<file path="config.mk">
export PLATFORM = sky130hd
export DESIGN_NAME = waypoint_approach_controller
export DESIGN_NICKNAME = d
export VERILOG_FILES = /design/src/sv/wac_pkg.sv /design/src/sv/wac_ctrl.sv /design/src/sv/wac_dpath.sv /design/src/sv/waypoint_approach_controller.sv
export SDC_FILE = /design/constraint.sdc
export NUM_CORES = 2
export LEC_CHECK = 0
export BUFFER_PORTS_ARGS = -buffer_cell sky130_fd_sc_hd__buf_2
export CAP_MARGIN = 20
export CORE_MARGIN = 2
export CORE_UTILIZATION = 35
export DETAILED_ROUTE_END_ITERATION = 10
export PLACE_DENSITY_LB_ADDON = 0.05
export RECOVER_POWER = 100
export SYNTH_ARGS = -nofsm -noshare
export SYNTH_HDL_FRONTEND = slang
export SYNTH_SLANG_ARGS = --single-unit
</file>
<file path="constraint.sdc">
create_clock -name i_clk -period 12.5 [get_ports i_clk]
set_input_delay 1.875 -clock i_clk [delete_from_list [all_inputs] [get_ports i_clk]]
set_output_delay 1.875 -clock i_clk [all_outputs]
set_load 0.02 [all_outputs]
</file>
<file path="src/sv/wac_pkg.sv">
// Package: shared types and constants of the waypoint approach controller.
`default_nettype none
package wac_pkg;
    localparam int unsigned SETTLE_LIMIT = 5;
    localparam int unsigned STRAY_LIMIT  = 10;
    localparam int unsigned BRAKE_TICKS  = 5;

    localparam logic [1:0] KIND_NORMAL   = 2'd0;
    localparam logic [1:0] KIND_BRAKE    = 2'd1;
    localparam logic [1:0] KIND_FINISHED = 2'd2;

    localparam logic [2:0] REG_TARGET_X       = 3'd0;
    localparam logic [2:0] REG_TARGET_Y       = 3'd1;
    localparam logic [2:0] REG_TARGET_HEIGHT  = 3'd2;
    localparam logic [2:0] REG_TARGET_HEADING = 3'd3;
    localparam logic [2:0] REG_HOME_HEIGHT    = 3'd4;
    localparam logic [2:0] REG_SPEED_LIMIT    = 3'd5;
    localparam logic [2:0] REG_POS_TOL        = 3'd6;
    localparam logic [2:0] REG_HEAD_TOL       = 3'd7;

    localparam int unsigned SQRT_STEPS = 25;
    localparam int unsigned DIV_STEPS  = 16;

    typedef struct packed {
        logic load;
        logic sq_x;
        logic sq_y;
        logic sum;
        logic sqrt_step;
        logic div_setup;
        logic div_step;
        logic div_store;
        logic axis;
        logic out_load;
    } t_cmd;

    typedef struct packed {
        logic norm;
        logic last;
        logic out_free;
    } t_status;
endpackage
`default_nettype wire

</file>
<file path="src/sv/wac_ctrl.sv">
// Controller: sequences square, root and divide steps for one transaction.
`default_nettype none
module wac_ctrl (
    input  wire logic             i_clk,
    input  wire logic             i_rst_n,
    input  wire logic             i_valid,
    output logic                  o_ready,
    input  wire wac_pkg::t_status i_status,
    output wac_pkg::t_cmd         o_cmd
);
    import wac_pkg::*;

    typedef enum logic [3:0] {
        ST_IDLE, ST_DECIDE, ST_SQ_X, ST_SQ_Y, ST_SUM, ST_SQRT,
        ST_DSET, ST_DRUN, ST_DSTORE, ST_OUT
    } t_state;

    t_state r_state, n_state;
    logic   r_axis, n_axis;

    always_comb begin
        n_state = r_state;
        n_axis  = r_axis;
        o_cmd   = '0;
        o_cmd.axis = r_axis;
        unique case (r_state)
            ST_IDLE: begin
                if (i_valid) begin
                    o_cmd.load = 1'b1;
                    n_state    = ST_DECIDE;
                end
            end
            ST_DECIDE: n_state = i_status.norm ? ST_SQ_X : ST_OUT;
            ST_SQ_X: begin
                o_cmd.sq_x = 1'b1;
                n_state    = ST_SQ_Y;
            end
            ST_SQ_Y: begin
                o_cmd.sq_y = 1'b1;
                n_state    = ST_SUM;
            end
            ST_SUM: begin
                o_cmd.sum = 1'b1;
                n_state   = ST_SQRT;
            end
            ST_SQRT: begin
                o_cmd.sqrt_step = 1'b1;
                if (i_status.last) begin
                    n_axis  = 1'b0;
                    n_state = ST_DSET;
                end
            end
            ST_DSET: begin
                o_cmd.div_setup = 1'b1;
                n_state         = ST_DRUN;
            end
            ST_DRUN: begin
                o_cmd.div_step = 1'b1;
                if (i_status.last) n_state = ST_DSTORE;
            end
            ST_DSTORE: begin
                o_cmd.div_store = 1'b1;
                if (r_axis) begin
                    n_state = ST_OUT;
                end else begin
                    n_axis  = 1'b1;
                    n_state = ST_DSET;
                end
            end
            ST_OUT: begin
                if (i_status.out_free) begin
                    o_cmd.out_load = 1'b1;
                    n_state        = ST_IDLE;
                end
            end
            default: n_state = ST_IDLE;
        endcase
    end

    assign o_ready = (r_state == ST_IDLE);

    always_ff @(posedge i_clk) begin
        if (!i_rst_n) begin
            r_state <= ST_IDLE;
            r_axis  <= 1'b0;
        end else begin
            r_state <= n_state;
            r_axis  <= n_axis;
        end
    end
endmodule
`default_nettype wire

</file>
<file path="src/sv/wac_dpath.sv">
// Datapath: configuration, counters, errors, square root, divider, output register.
`default_nettype none
module wac_dpath (
    input  wire logic                i_clk,
    input  wire logic                i_rst_n,
    input  wire logic                i_cfg_we,
    input  wire logic [2:0]          i_cfg_idx,
    input  wire logic [23:0]         i_cfg_data,
    input  wire logic                i_restart,
    input  wire logic signed [23:0]  i_pos_x,
    input  wire logic signed [23:0]  i_pos_y,
    input  wire logic signed [23:0]  i_measured_height,
    input  wire logic signed [14:0]  i_heading,
    input  wire wac_pkg::t_cmd       i_cmd,
    output wac_pkg::t_status         o_status,
    input  wire logic                i_ready,
    output logic                     o_valid,
    output logic [1:0]               o_kind,
    output logic signed [23:0]       o_cmd_x,
    output logic signed [23:0]       o_cmd_y,
    output logic signed [23:0]       o_cmd_z,
    output logic signed [14:0]       o_cmd_yaw,
    output logic                     o_done_res
);
    import wac_pkg::*;

    logic signed [23:0] r_tx, r_ty, r_th, r_home;
    logic signed [14:0] r_tyaw;
    logic [15:0]        r_spd, r_ptol;
    logic [13:0]        r_htol;

    logic [3:0] r_settle, r_stray, r_brake;
    logic       r_fin;
    logic [3:0] n_settle, n_stray, n_brake;
    logic       n_fin;
    logic [1:0] n_kind, r_kind;

    logic signed [24:0] r_dx, r_dy;
    logic [49:0] r_prod, r_acc, r_rad;
    logic [26:0] r_rem;
    logic [24:0] r_root;
    logic [40:0] r_dprod;
    logic [24:0] r_drem;
    logic [15:0] r_quo;
    logic [4:0]  r_cnt;
    logic signed [23:0] r_cx, r_cy;

    logic signed [24:0] dx, dy;
    logic signed [25:0] dz;
    logic signed [15:0] dyaw;
    logic [24:0] adx, ady;
    logic [25:0] adz;
    logic [15:0] adyaw;
    logic        inb;

    logic [24:0] ax_e;
    logic signed [24:0] ax_s;
    logic [28:0] sq_rem, sq_trial;
    logic [25:0] d_rem, d_len;
    logic [40:0] d_prod;
    logic signed [24:0] ax_cmd;

    always_comb begin
        dx    = 25'(r_tx) - 25'(i_pos_x);
        dy    = 25'(r_ty) - 25'(i_pos_y);
        dz    = 26'(r_th) - (26'(i_measured_height) - 26'(r_home));
        dyaw  = 16'(i_heading) - 16'(r_tyaw);
        adx   = dx[24] ? 25'(-dx) : 25'(dx);
        ady   = dy[24] ? 25'(-dy) : 25'(dy);
        adz   = dz[25] ? 26'(-dz) : 26'(dz);
        adyaw = dyaw[15] ? 16'(-dyaw) : 16'(dyaw);
        inb   = (adx < 25'(r_ptol)) && (ady < 25'(r_ptol)) && (adz < 26'(r_ptol))
                && (adyaw < 16'(r_htol));
    end

    always_comb begin
        n_settle = r_settle;
        n_stray  = r_stray;
        n_brake  = r_brake;
        n_fin    = r_fin;
        if (i_restart) begin
            n_settle = '0;
            n_stray  = '0;
            n_brake  = '0;
            n_fin    = 1'b0;
        end
        if (n_fin || (n_brake > 4'(BRAKE_TICKS))) begin
            n_fin  = 1'b1;
            n_kind = KIND_FINISHED;
        end else if (n_brake != '0) begin
            n_brake = (n_brake == 4'hf) ? n_brake : n_brake + 4'd1;
            n_kind  = KIND_BRAKE;
        end else begin
            n_kind = KIND_NORMAL;
            if (inb) begin
                n_settle = (n_settle == 4'hf) ? n_settle : n_settle + 4'd1;
            end else if (n_settle != '0) begin
                n_stray = (n_stray == 4'hf) ? n_stray : n_stray + 4'd1;
            end
            if (n_stray > 4'(STRAY_LIMIT)) begin
                n_settle = '0;
                n_stray  = '0;
            end
            if (n_settle > 4'(SETTLE_LIMIT)) n_brake = 4'd1;
        end
    end

    always_comb begin
        ax_s     = i_cmd.axis ? r_dy : r_dx;
        ax_e     = ax_s[24] ? 25'(-ax_s) : 25'(ax_s);
        sq_rem   = {r_rem[26:0], r_rad[49:48]};
        sq_trial = {2'b00, r_root, 2'b01};
        d_rem    = {r_drem, r_dprod[40]};
        d_len    = {1'b0, r_root};
        d_prod   = 41'(ax_e) * 41'(r_spd);
        if (ax_e < 25'(r_spd)) begin
            ax_cmd = ax_s;
        end else if (r_root == '0) begin
            ax_cmd = '0;
        end else begin
            ax_cmd = ax_s[24] ? -25'(r_quo) : 25'(r_quo);
        end
    end

    assign o_status.norm     = (r_kind == KIND_NORMAL);
    assign o_status.last     = (r_cnt == '0);
    assign o_status.out_free = !o_valid || i_ready;

    always_ff @(posedge i_clk) begin
        if (!i_rst_n) begin
            r_tx     <= '0;
            r_ty     <= '0;
            r_th     <= 24'sd2560;
            r_tyaw   <= '0;
            r_home   <= '0;
            r_spd    <= 16'd128;
            r_ptol   <= 16'd51;
            r_htol   <= 14'd357;
            r_settle <= '0;
            r_stray  <= '0;
            r_brake  <= '0;
            r_fin    <= 1'b0;
            o_valid  <= 1'b0;
        end else begin
            if (i_cfg_we) begin
                unique case (i_cfg_idx)
                    REG_TARGET_X:       r_tx   <= i_cfg_data;
                    REG_TARGET_Y:       r_ty   <= i_cfg_data;
                    REG_TARGET_HEIGHT:  r_th   <= i_cfg_data;
                    REG_TARGET_HEADING: r_tyaw <= i_cfg_data[14:0];
                    REG_HOME_HEIGHT:    r_home <= i_cfg_data;
                    REG_SPEED_LIMIT:    r_spd  <= i_cfg_data[15:0];
                    REG_POS_TOL:        r_ptol <= i_cfg_data[15:0];
                    REG_HEAD_TOL:       r_htol <= i_cfg_data[13:0];
                    default: ;
                endcase
            end
            if (i_cmd.load) begin
                r_settle <= n_settle;
                r_stray  <= n_stray;
                r_brake  <= n_brake;
                r_fin    <= n_fin;
            end
            if (i_cmd.out_load) begin
                o_valid <= 1'b1;
            end else if (i_ready) begin
                o_valid <= 1'b0;
            end
        end
    end

    always_ff @(posedge i_clk) begin
        if (i_cmd.load) begin
            r_kind <= n_kind;
            r_dx   <= dx;
            r_dy   <= dy;
        end
        if (i_cmd.sq_x) begin
            r_prod <= 50'(25'(r_dx[24] ? -r_dx : r_dx) * 25'(r_dx[24] ? -r_dx : r_dx));
        end
        if (i_cmd.sq_y) begin
            r_acc  <= r_prod;
            r_prod <= 50'(25'(r_dy[24] ? -r_dy : r_dy) * 25'(r_dy[24] ? -r_dy : r_dy));
        end
        if (i_cmd.sum) begin
            r_rad  <= r_acc + r_prod;
            r_rem  <= '0;
            r_root <= '0;
            r_cnt  <= 5'(SQRT_STEPS - 1);
        end
        if (i_cmd.sqrt_step) begin
            r_rad <= {r_rad[47:0], 2'b00};
            if (sq_rem >= sq_trial) begin
                r_rem  <= 27'(sq_rem - sq_trial);
                r_root <= {r_root[23:0], 1'b1};
            end else begin
                r_rem  <= 27'(sq_rem);
                r_root <= {r_root[23:0], 1'b0};
            end
            r_cnt <= r_cnt - 5'd1;
        end
        // The quotient fits 16 bits, so the upper product bits seed the remainder
        if (i_cmd.div_setup) begin
            r_dprod <= {d_prod[15:0], 25'd0};
            r_quo   <= '0;
            r_cnt   <= 5'(DIV_STEPS - 1);
        end
        if (i_cmd.div_step) begin
            r_dprod <= {r_dprod[39:0], 1'b0};
            r_cnt   <= r_cnt - 5'd1;
        end
        if (i_cmd.div_setup) begin
            r_drem <= d_prod[40:16];
        end else if (i_cmd.div_step) begin
            if (d_rem >= d_len) begin
                r_drem <= 25'(d_rem - d_len);
                r_quo  <= {r_quo[14:0], 1'b1};
            end else begin
                r_drem <= d_rem[24:0];
                r_quo  <= {r_quo[14:0], 1'b0};
            end
        end
        if (i_cmd.div_store) begin
            if (i_cmd.axis) r_cy <= ax_cmd[23:0];
            else            r_cx <= ax_cmd[23:0];
        end
        if (i_cmd.out_load) begin
            o_kind     <= r_kind;
            o_done_res <= (r_kind == KIND_FINISHED);
            if (r_kind == KIND_NORMAL) begin
                o_cmd_x   <= r_cx;
                o_cmd_y   <= r_cy;
                o_cmd_z   <= r_th;
                o_cmd_yaw <= r_tyaw;
            end else begin
                o_cmd_x   <= '0;
                o_cmd_y   <= '0;
                o_cmd_z   <= '0;
                o_cmd_yaw <= '0;
            end
        end
    end
endmodule
`default_nettype wire

</file>
<file path="src/sv/waypoint_approach_controller.sv">
// Top level: waypoint approach controller with settle, stray and brake counters.
// One transaction per control tick. A normal command runs from acceptance to
// result through the decide, x-square, y-square and sum steps, the bit-serial
// square root, the shared 16-step divider once for each axis and the output
// step; brake and finished ticks go from the decide step straight to output. One
// tick is worked at a time: a new tick is taken only once the last is loaded out.
// The next tick is taken while the result waits in the output register; a result
// still waiting when the following one is ready holds that tick at its output step.
`default_nettype none
module waypoint_approach_controller (
    input  wire logic               i_clk,
    input  wire logic               i_rst_n,
    input  wire logic               i_cfg_we,
    input  wire logic [2:0]         i_cfg_idx,
    input  wire logic [23:0]        i_cfg_data,
    input  wire logic               i_valid,
    output logic                    o_ready,
    input  wire logic               i_restart,
    input  wire logic signed [23:0] i_pos_x,
    input  wire logic signed [23:0] i_pos_y,
    input  wire logic signed [23:0] i_measured_height,
    input  wire logic signed [14:0] i_heading,
    output logic                    o_valid,
    input  wire logic               i_ready,
    output logic [1:0]              o_kind,
    output logic signed [23:0]      o_cmd_x,
    output logic signed [23:0]      o_cmd_y,
    output logic signed [23:0]      o_cmd_z,
    output logic signed [14:0]      o_cmd_yaw,
    output logic                    o_done_res
);
    import wac_pkg::*;

    t_cmd    cmd;
    t_status status;

    wac_ctrl u_ctrl (
        .i_clk    (i_clk),
        .i_rst_n  (i_rst_n),
        .i_valid  (i_valid),
        .o_ready  (o_ready),
        .i_status (status),
        .o_cmd    (cmd)
    );

    wac_dpath u_dpath (
        .i_clk             (i_clk),
        .i_rst_n           (i_rst_n),
        .i_cfg_we          (i_cfg_we),
        .i_cfg_idx         (i_cfg_idx),
        .i_cfg_data        (i_cfg_data),
        .i_restart         (i_restart),
        .i_pos_x           (i_pos_x),
        .i_pos_y           (i_pos_y),
        .i_measured_height (i_measured_height),
        .i_heading         (i_heading),
        .i_cmd             (cmd),
        .o_status          (status),
        .i_ready           (i_ready),
        .o_valid           (o_valid),
        .o_kind            (o_kind),
        .o_cmd_x           (o_cmd_x),
        .o_cmd_y           (o_cmd_y),
        .o_cmd_z           (o_cmd_z),
        .o_cmd_yaw         (o_cmd_yaw),
        .o_done_res        (o_done_res)
    );

    a_done_kind: assert property (@(posedge i_clk) disable iff (!i_rst_n)
        o_valid |-> (o_done_res == (o_kind == KIND_FINISHED)))
        else $error("done flag disagrees with kind");

    a_zero_cmd: assert property (@(posedge i_clk) disable iff (!i_rst_n)
        (o_valid && o_kind != KIND_NORMAL) |->
        (o_cmd_x == '0 && o_cmd_y == '0 && o_cmd_z == '0 && o_cmd_yaw == '0))
        else $error("nonzero command on brake or finished tick");

    a_one_load: assert property (@(posedge i_clk) disable iff (!i_rst_n)
        cmd.out_load |-> (!o_valid || i_ready))
        else $error("result overwritten before taken");
endmodule
`default_nettype wire

</file>
# Yosys cells after proc, flatten, opt, wreduce, memory -nomap -nowiden
# Cells that the tools add are included.
# Widths: inputs -> output; s select.
# word_totals
ff_bits	630
input_bits	120
# op_classes
addsub	20
multipliers	3
n_lt_le_gt_ge	10
eq_ne	24
n_mux	81
bitwise	1
n_reduce_logical	31
# ops
cell	count
$mux 25	11
$mux 50	4
$neg 25->25	5
$mux 4	28
$mul 25x25->50	2
$mux 41	2
$mux 27	3
$lt 25x16->1	3
$sub 24x24->25	3
$mux 24	3
$mux 16	4
$add 50x50->50	1
$mul 25x16->41	1
$pmux 4 s10	1
$ge 29x27->1	1
$sub 27x27->27	1
$ge 26x25->1	1
$lt 26x16->1	1
$mux 26	1
$neg 26->26	1
$sub 24x25->26	1
$logic_not 25->1	1
$sub 25x25->25	1
$neg 16->24	1
other kinds (31)	89

# Depth between registers and ports, before layout
# depth
word_depth	18
ltp_mapped	42
depth_no_buf	40

# By module
# A second synthesis with hierarchy kept.
# hier_totals
hier_cells	9907
hier_area_um2	92226.0
# modules_own_cells
mod	n_inst	cells_per_inst	area_per_inst_um2	seq_area_each_um2
wac_dpath	1	9841	91781.8	16816.1
wac_ctrl	1	66	444.2	100.1

# Worst setup path before layout
# Ideal clock, no wire load.
# synth_timing
path_kind	reg-to-reg
startpoint	register u_dpath.r_dx[0]
endpoint	register u_dpath.r_prod[46], data pin
setup_time_ns	0.270
t_arrival_ns	10.303
t_required_ns	12.230
slack_ns	1.926
stages_incl_launch_ff	42
synth_period_minus_slack_ns	10.574
cell_sequence	edfxtp_1 inv_1 clkbuf_1 clkbuf_1 ha_1 nand2_1 or3_1 or4_1 nand2b_1 or4_1 o41a_1 xnor2_1 inv_1 clkbuf_1 nand2_1 fa_1 inv_1 fa_1 [6 not listed] inv_1 fa_1 inv_1 ha_1 inv_1 o21bai_1 a21oi_1 o21bai_1 a21o_1 a21o_1 a21o_1 o41ai_1 o21ba_2 a31oi_1 or4_1 a31oi_1 xor2_1 a21oi_1
# synth_between
elab_chain_len	5
# synth_lines
item	line_no	rtl
start: declaration	wac_dpath.sv:38	logic signed [24:0] r_dx, r_dy;
start signal: assignment	wac_dpath.sv:175	r_dx <= dx;
$neg 25->25	wac_dpath.sv:179	r_prod <= 50'(25'(r_dx[24] ? -r_dx : r_dx) * 25'(r_dx[24] ? -r_dx : r_dx));
$mux 25 (*)	wac_dpath.sv:179	
$mul 25x25->50 (*)	wac_dpath.sv:179	
$mux 50 (*)	wac_dpath.sv:178	if (i_cmd.sq_x) begin
$mux 50 (*)	wac_dpath.sv:181	if (i_cmd.sq_y) begin
end signal: assignment	wac_dpath.sv:179	
end signal: assignment	wac_dpath.sv:183	r_prod <= 50'(25'(r_dy[24] ? -r_dy : r_dy) * 25'(r_dy[24] ? -r_dy : r_dy));
end: declaration	wac_dpath.sv:39	logic [49:0] r_prod, r_acc, r_rad;
# Every way passes the cells marked *; elsewhere a longest branch is shown, timed or not. The select of a mux whose other input is x is not followed.
# A chain may end at the register's enable or synchronous reset.

# Worst setup path in the final report
# layout_timing
startpoint	register u_ctrl.r_axis
endpoint	register u_dpath.r_drem[23], data pin
# layout_between
elab_chain_len	5
# layout_lines
item	line_no	rtl
start: declaration	wac_ctrl.sv:19	logic r_axis, n_axis;
start signal: assignment	wac_ctrl.sv:88	r_axis <= n_axis;
$mux 25 (*)	wac_dpath.sv:109	ax_s = i_cmd.axis ? r_dy : r_dx;
$neg 25->25	wac_dpath.sv:110	ax_e = ax_s[24] ? 25'(-ax_s) : 25'(ax_s);
$mux 25 (*)	wac_dpath.sv:110	
$mul 25x16->41 (*)	wac_dpath.sv:115	d_prod = 41'(ax_e) * 41'(r_spd);
$mux 25 (*)	wac_dpath.sv:212	if (i_cmd.div_setup) begin
end signal: assignment	wac_dpath.sv:213	r_drem <= d_prod[40:16];
end signal: assignment	wac_dpath.sv:216	r_drem <= 25'(d_rem - d_len);
end signal: assignment	wac_dpath.sv:219	r_drem <= d_rem[24:0];
end: declaration	wac_dpath.sv:43	logic [24:0] r_drem;
# Every way passes the cells marked *; elsewhere a longest branch is shown, timed or not.

==> results.txt <==
Worst Setup Path Type: reg2reg
First-pass GRT wire length: 468,000 um
Num rows: 187
DRC errors left: 0
Post-synthesis sequential area ratio: 0.185
Final setup fails: 0
Hold Startpoint: u_dpath.r_prod[28]$_DFFE_PP_
# IOs: 212
Clk Latency, worst-skew pair: 0.77 ns
CTS Buf Count: 81
Initial core utilization: 0.353
Placeable Area: 260,000 um2
Most frequent cells in the layout: inv_1 (1,986), fa_1 (1,565), nand2_1 (1,253), ha_1 (703), nor2_1 (695)
CP required: 12.91 ns
Crit path DAT: 12.16 ns
Post-synthesis simple-gate area fraction: 0.136
GRT overflow: 0
Ys async rst share: 0
Main combinational cell family by area after synthesis: adder cells
Reg clk slew, reported paths: 0.06 ns
Final ANT Viol Nets: 0
Slowest stage delay, CP: 0.90 ns
Clock root cell: clkbuf_16
Global Route Usage Sum: 0.236
Resized cells post-CTS: 0
Synth Area in XOR/XNOR: 0.0405
Final WL: 309,000 um
CTS tree: done
Die H: 516 um
CTS Sinks: 628
RSZ-0062 raised after global routing: false
Setup repair bufs after CTS: 0
Max frequency: 0.0851 GHz
MaxCap Viol Count: 24
Clk buf depth: 3
Synth Area in Adders: 0.438
Antenna violations before repair: 22
R2R Path Start: u_ctrl.r_axis$_SDFFE_PN0P_
Failing checks: capacitance limit, slew limit
Layout cells sized above 1: 0.0487
Setup TNS: 0 ns
GPL Wtd Cong: 0.935
DIE AREA: 266,000 um2
WL/cell: 22.6 um
Worst-margin pin slew: 3.66 ns
Fillers: 26,598
Complex-gate fraction of the synthesized area: 0.0968
Hold_buf cts: 0
Vias per cell: 5.00
Critical path fanouts, max: 27
Synthesized cell area: 91,600 um2
Mux share of post-synthesis cell area: 0.00788
Die width: 516 um
Port buffer count: 211
Status: complete, but fails checks
Synth Register Bits: 628
Final net count: 12,505
First DRT Iteration DRCs: 3,964
Drt pass-1 iters: 5
Detailed-route via count: 68,467
Final Skew: 0.0686 ns
Post-DP HPWL: 250,000 um
Average size of a mapped cell: 9.23 um2
Post-synth EDFFs: 434
Area Growth Syn to Fin: 9.14%
Synth area leaders: fa_1 (34%), edfxtp_1 (14%), ha_1 (9.6%)
CP Launch Type: flip-flop
Synth top area share: 0.342
Final Hold Vio Count: 0
Distinct cells, synth: 98
Most frequent CP cell: fa_1
Biggest area consumer among synthesized cells: fa_1
CP startpoint: u_ctrl.r_axis$_SDFFE_PN0P_
Post-route minimum period: 11.75 ns
Number of global-route vias before repair: 72,764
Largest net degree at the start of global routing: 72
Synth warnings: 0
Syn Inst Count: 9,930
Slew Limit Fails: 1,033
Depth of the CTS H-tree: 3
Tcrit/Tclk final: 0.940
Hold Path Class: reg2reg
Critical Path Sink Type: flip-flop
Most used DFF post-synth: edfxtp_1
Most common cell after layout, fill and taps aside: inv_1
Slew margin rel.: -1.44
Slowest stage cell on the critical path: dfxtp_2
flip-flops by register name (all words and copies together) (netlist names), 16 cells and up:
register / cells
u_dpath.r_quo: 16
u_dpath.r_cx: 24
u_dpath.r_ty: 24
u_dpath.r_drem: 25
u_dpath.r_spd: 16
u_dpath.r_tx: 24
u_dpath.r_rem: 27
u_dpath.r_cy: 24
u_dpath.o_cmd_x: 24
u_dpath.r_home: 24
u_dpath.r_ptol: 16
u_dpath.r_dprod: 16
u_dpath.r_rad: 50
u_dpath.r_acc: 49
u_dpath.o_cmd_y: 24
u_dpath.r_th: 24
u_dpath.o_cmd_z: 24
u_dpath.r_root: 25
u_dpath.r_dy: 25
u_dpath.r_prod: 49
u_dpath.r_dx: 25
synth_stat cells (all sizes together), types with 24 or more instances:
| master | n |
|---|---|
| inv | 1988 |
| fa | 1565 |
| nand2 | 1253 |
| ha | 703 |
| nor2 | 700 |
| a21oi | 523 |
| edfxtp | 434 |
| clkbuf | 312 |
| xnor2 | 264 |
| o21ai | 260 |
| dfxtp | 194 |
| and2 | 173 |
| xor2 | 160 |
| nor3 | 136 |
| a21o | 127 |
| nand3 | 91 |
| nand2b | 69 |
| and3 | 63 |
| mux2i | 62 |
| o21a | 58 |
| nor2b | 56 |
| a211oi | 54 |
| o211ai | 52 |
| o31ai | 50 |
| a31oi | 45 |
| nor4 | 40 |
| or2 | 40 |
| or3 | 37 |
| nand4 | 36 |
| buf | 32 |
| o21bai | 24 |
layout make-up:
class                      count  area [um2]  area share
multi-input combinational   6996       66100       0.661
sequential                   628       16900       0.169
inverter                    2004        7530      0.0752
tap                         3496        4370      0.0437
timing repair buffer         406        2280      0.0228
clock buffer                 110        2260      0.0226
clock inverter                41         544     0.00544
antenna                        9        22.5    0.000225
cells by family (layout without fill, tap and decap cells):
| family | count (synthesis) | in the layout |
|---|---|---|
| and+or+nand+nor | 2782 | 2782 |
| AOI/OAI and AO/OA | 1407 | 1407 |
| muxes | 71 | 71 |
| other | 2 | 53 |
| DFF | 628 | 628 |
| buffers and inverters | 2348 | 2561 |
| xor gates and xnor gates | 424 | 424 |
| adders and majority gates | 2268 | 2268 |
per-stage QoR:
stage               cells  utilization  setup slack, ns  hold WS (ns)  instance area (um2)
floorplan            9972            -             1.93         0.425                91800
global placement    13520        0.375             1.10         0.441                97500
detailed placement  13525        0.375            0.862         0.443                97500
CTS                 13676        0.386            0.759         0.454               100000
global route        13682        0.385           0.0822         0.468               100000
finish              13690        0.385            0.753         0.449               100000
path summary, 6_finish.rpt:
path | depth (start not counted) | slack [ns] | endpoint
max | 35 | 0.75 | u_dpath.r_drem[23]$_DFFE_PP_
min | 0 | 0.45 | u_dpath.r_acc[28]$_DFFE_PP_
max reg2reg | 35 | 0.75 | u_dpath.r_drem[23]$_DFFE_PP_
min reg2reg | 0 | 0.45 | u_dpath.r_acc[28]$_DFFE_PP_
critical path: cells and delay by family (launching register included):
kind                       cells  cell delay [ns]
AOI/OAI and AO/OA             15             4.39
DFF                            1             0.90
and+or+nand+nor                3             0.41
adders and majority gates      8             3.21
xor gates and xnor gates       1             0.22
buffers and inverters          8             2.30
layer usage:
metal	track usage	routed length (um)
met3	0.0306	14600
met2	0.401	148000
met5	0	144
met4	0.0585	8610
met1	0.317	138000
Power is not shown: default switching activity piles up to over one toggle a cycle in this logic, so the estimate is an artifact.
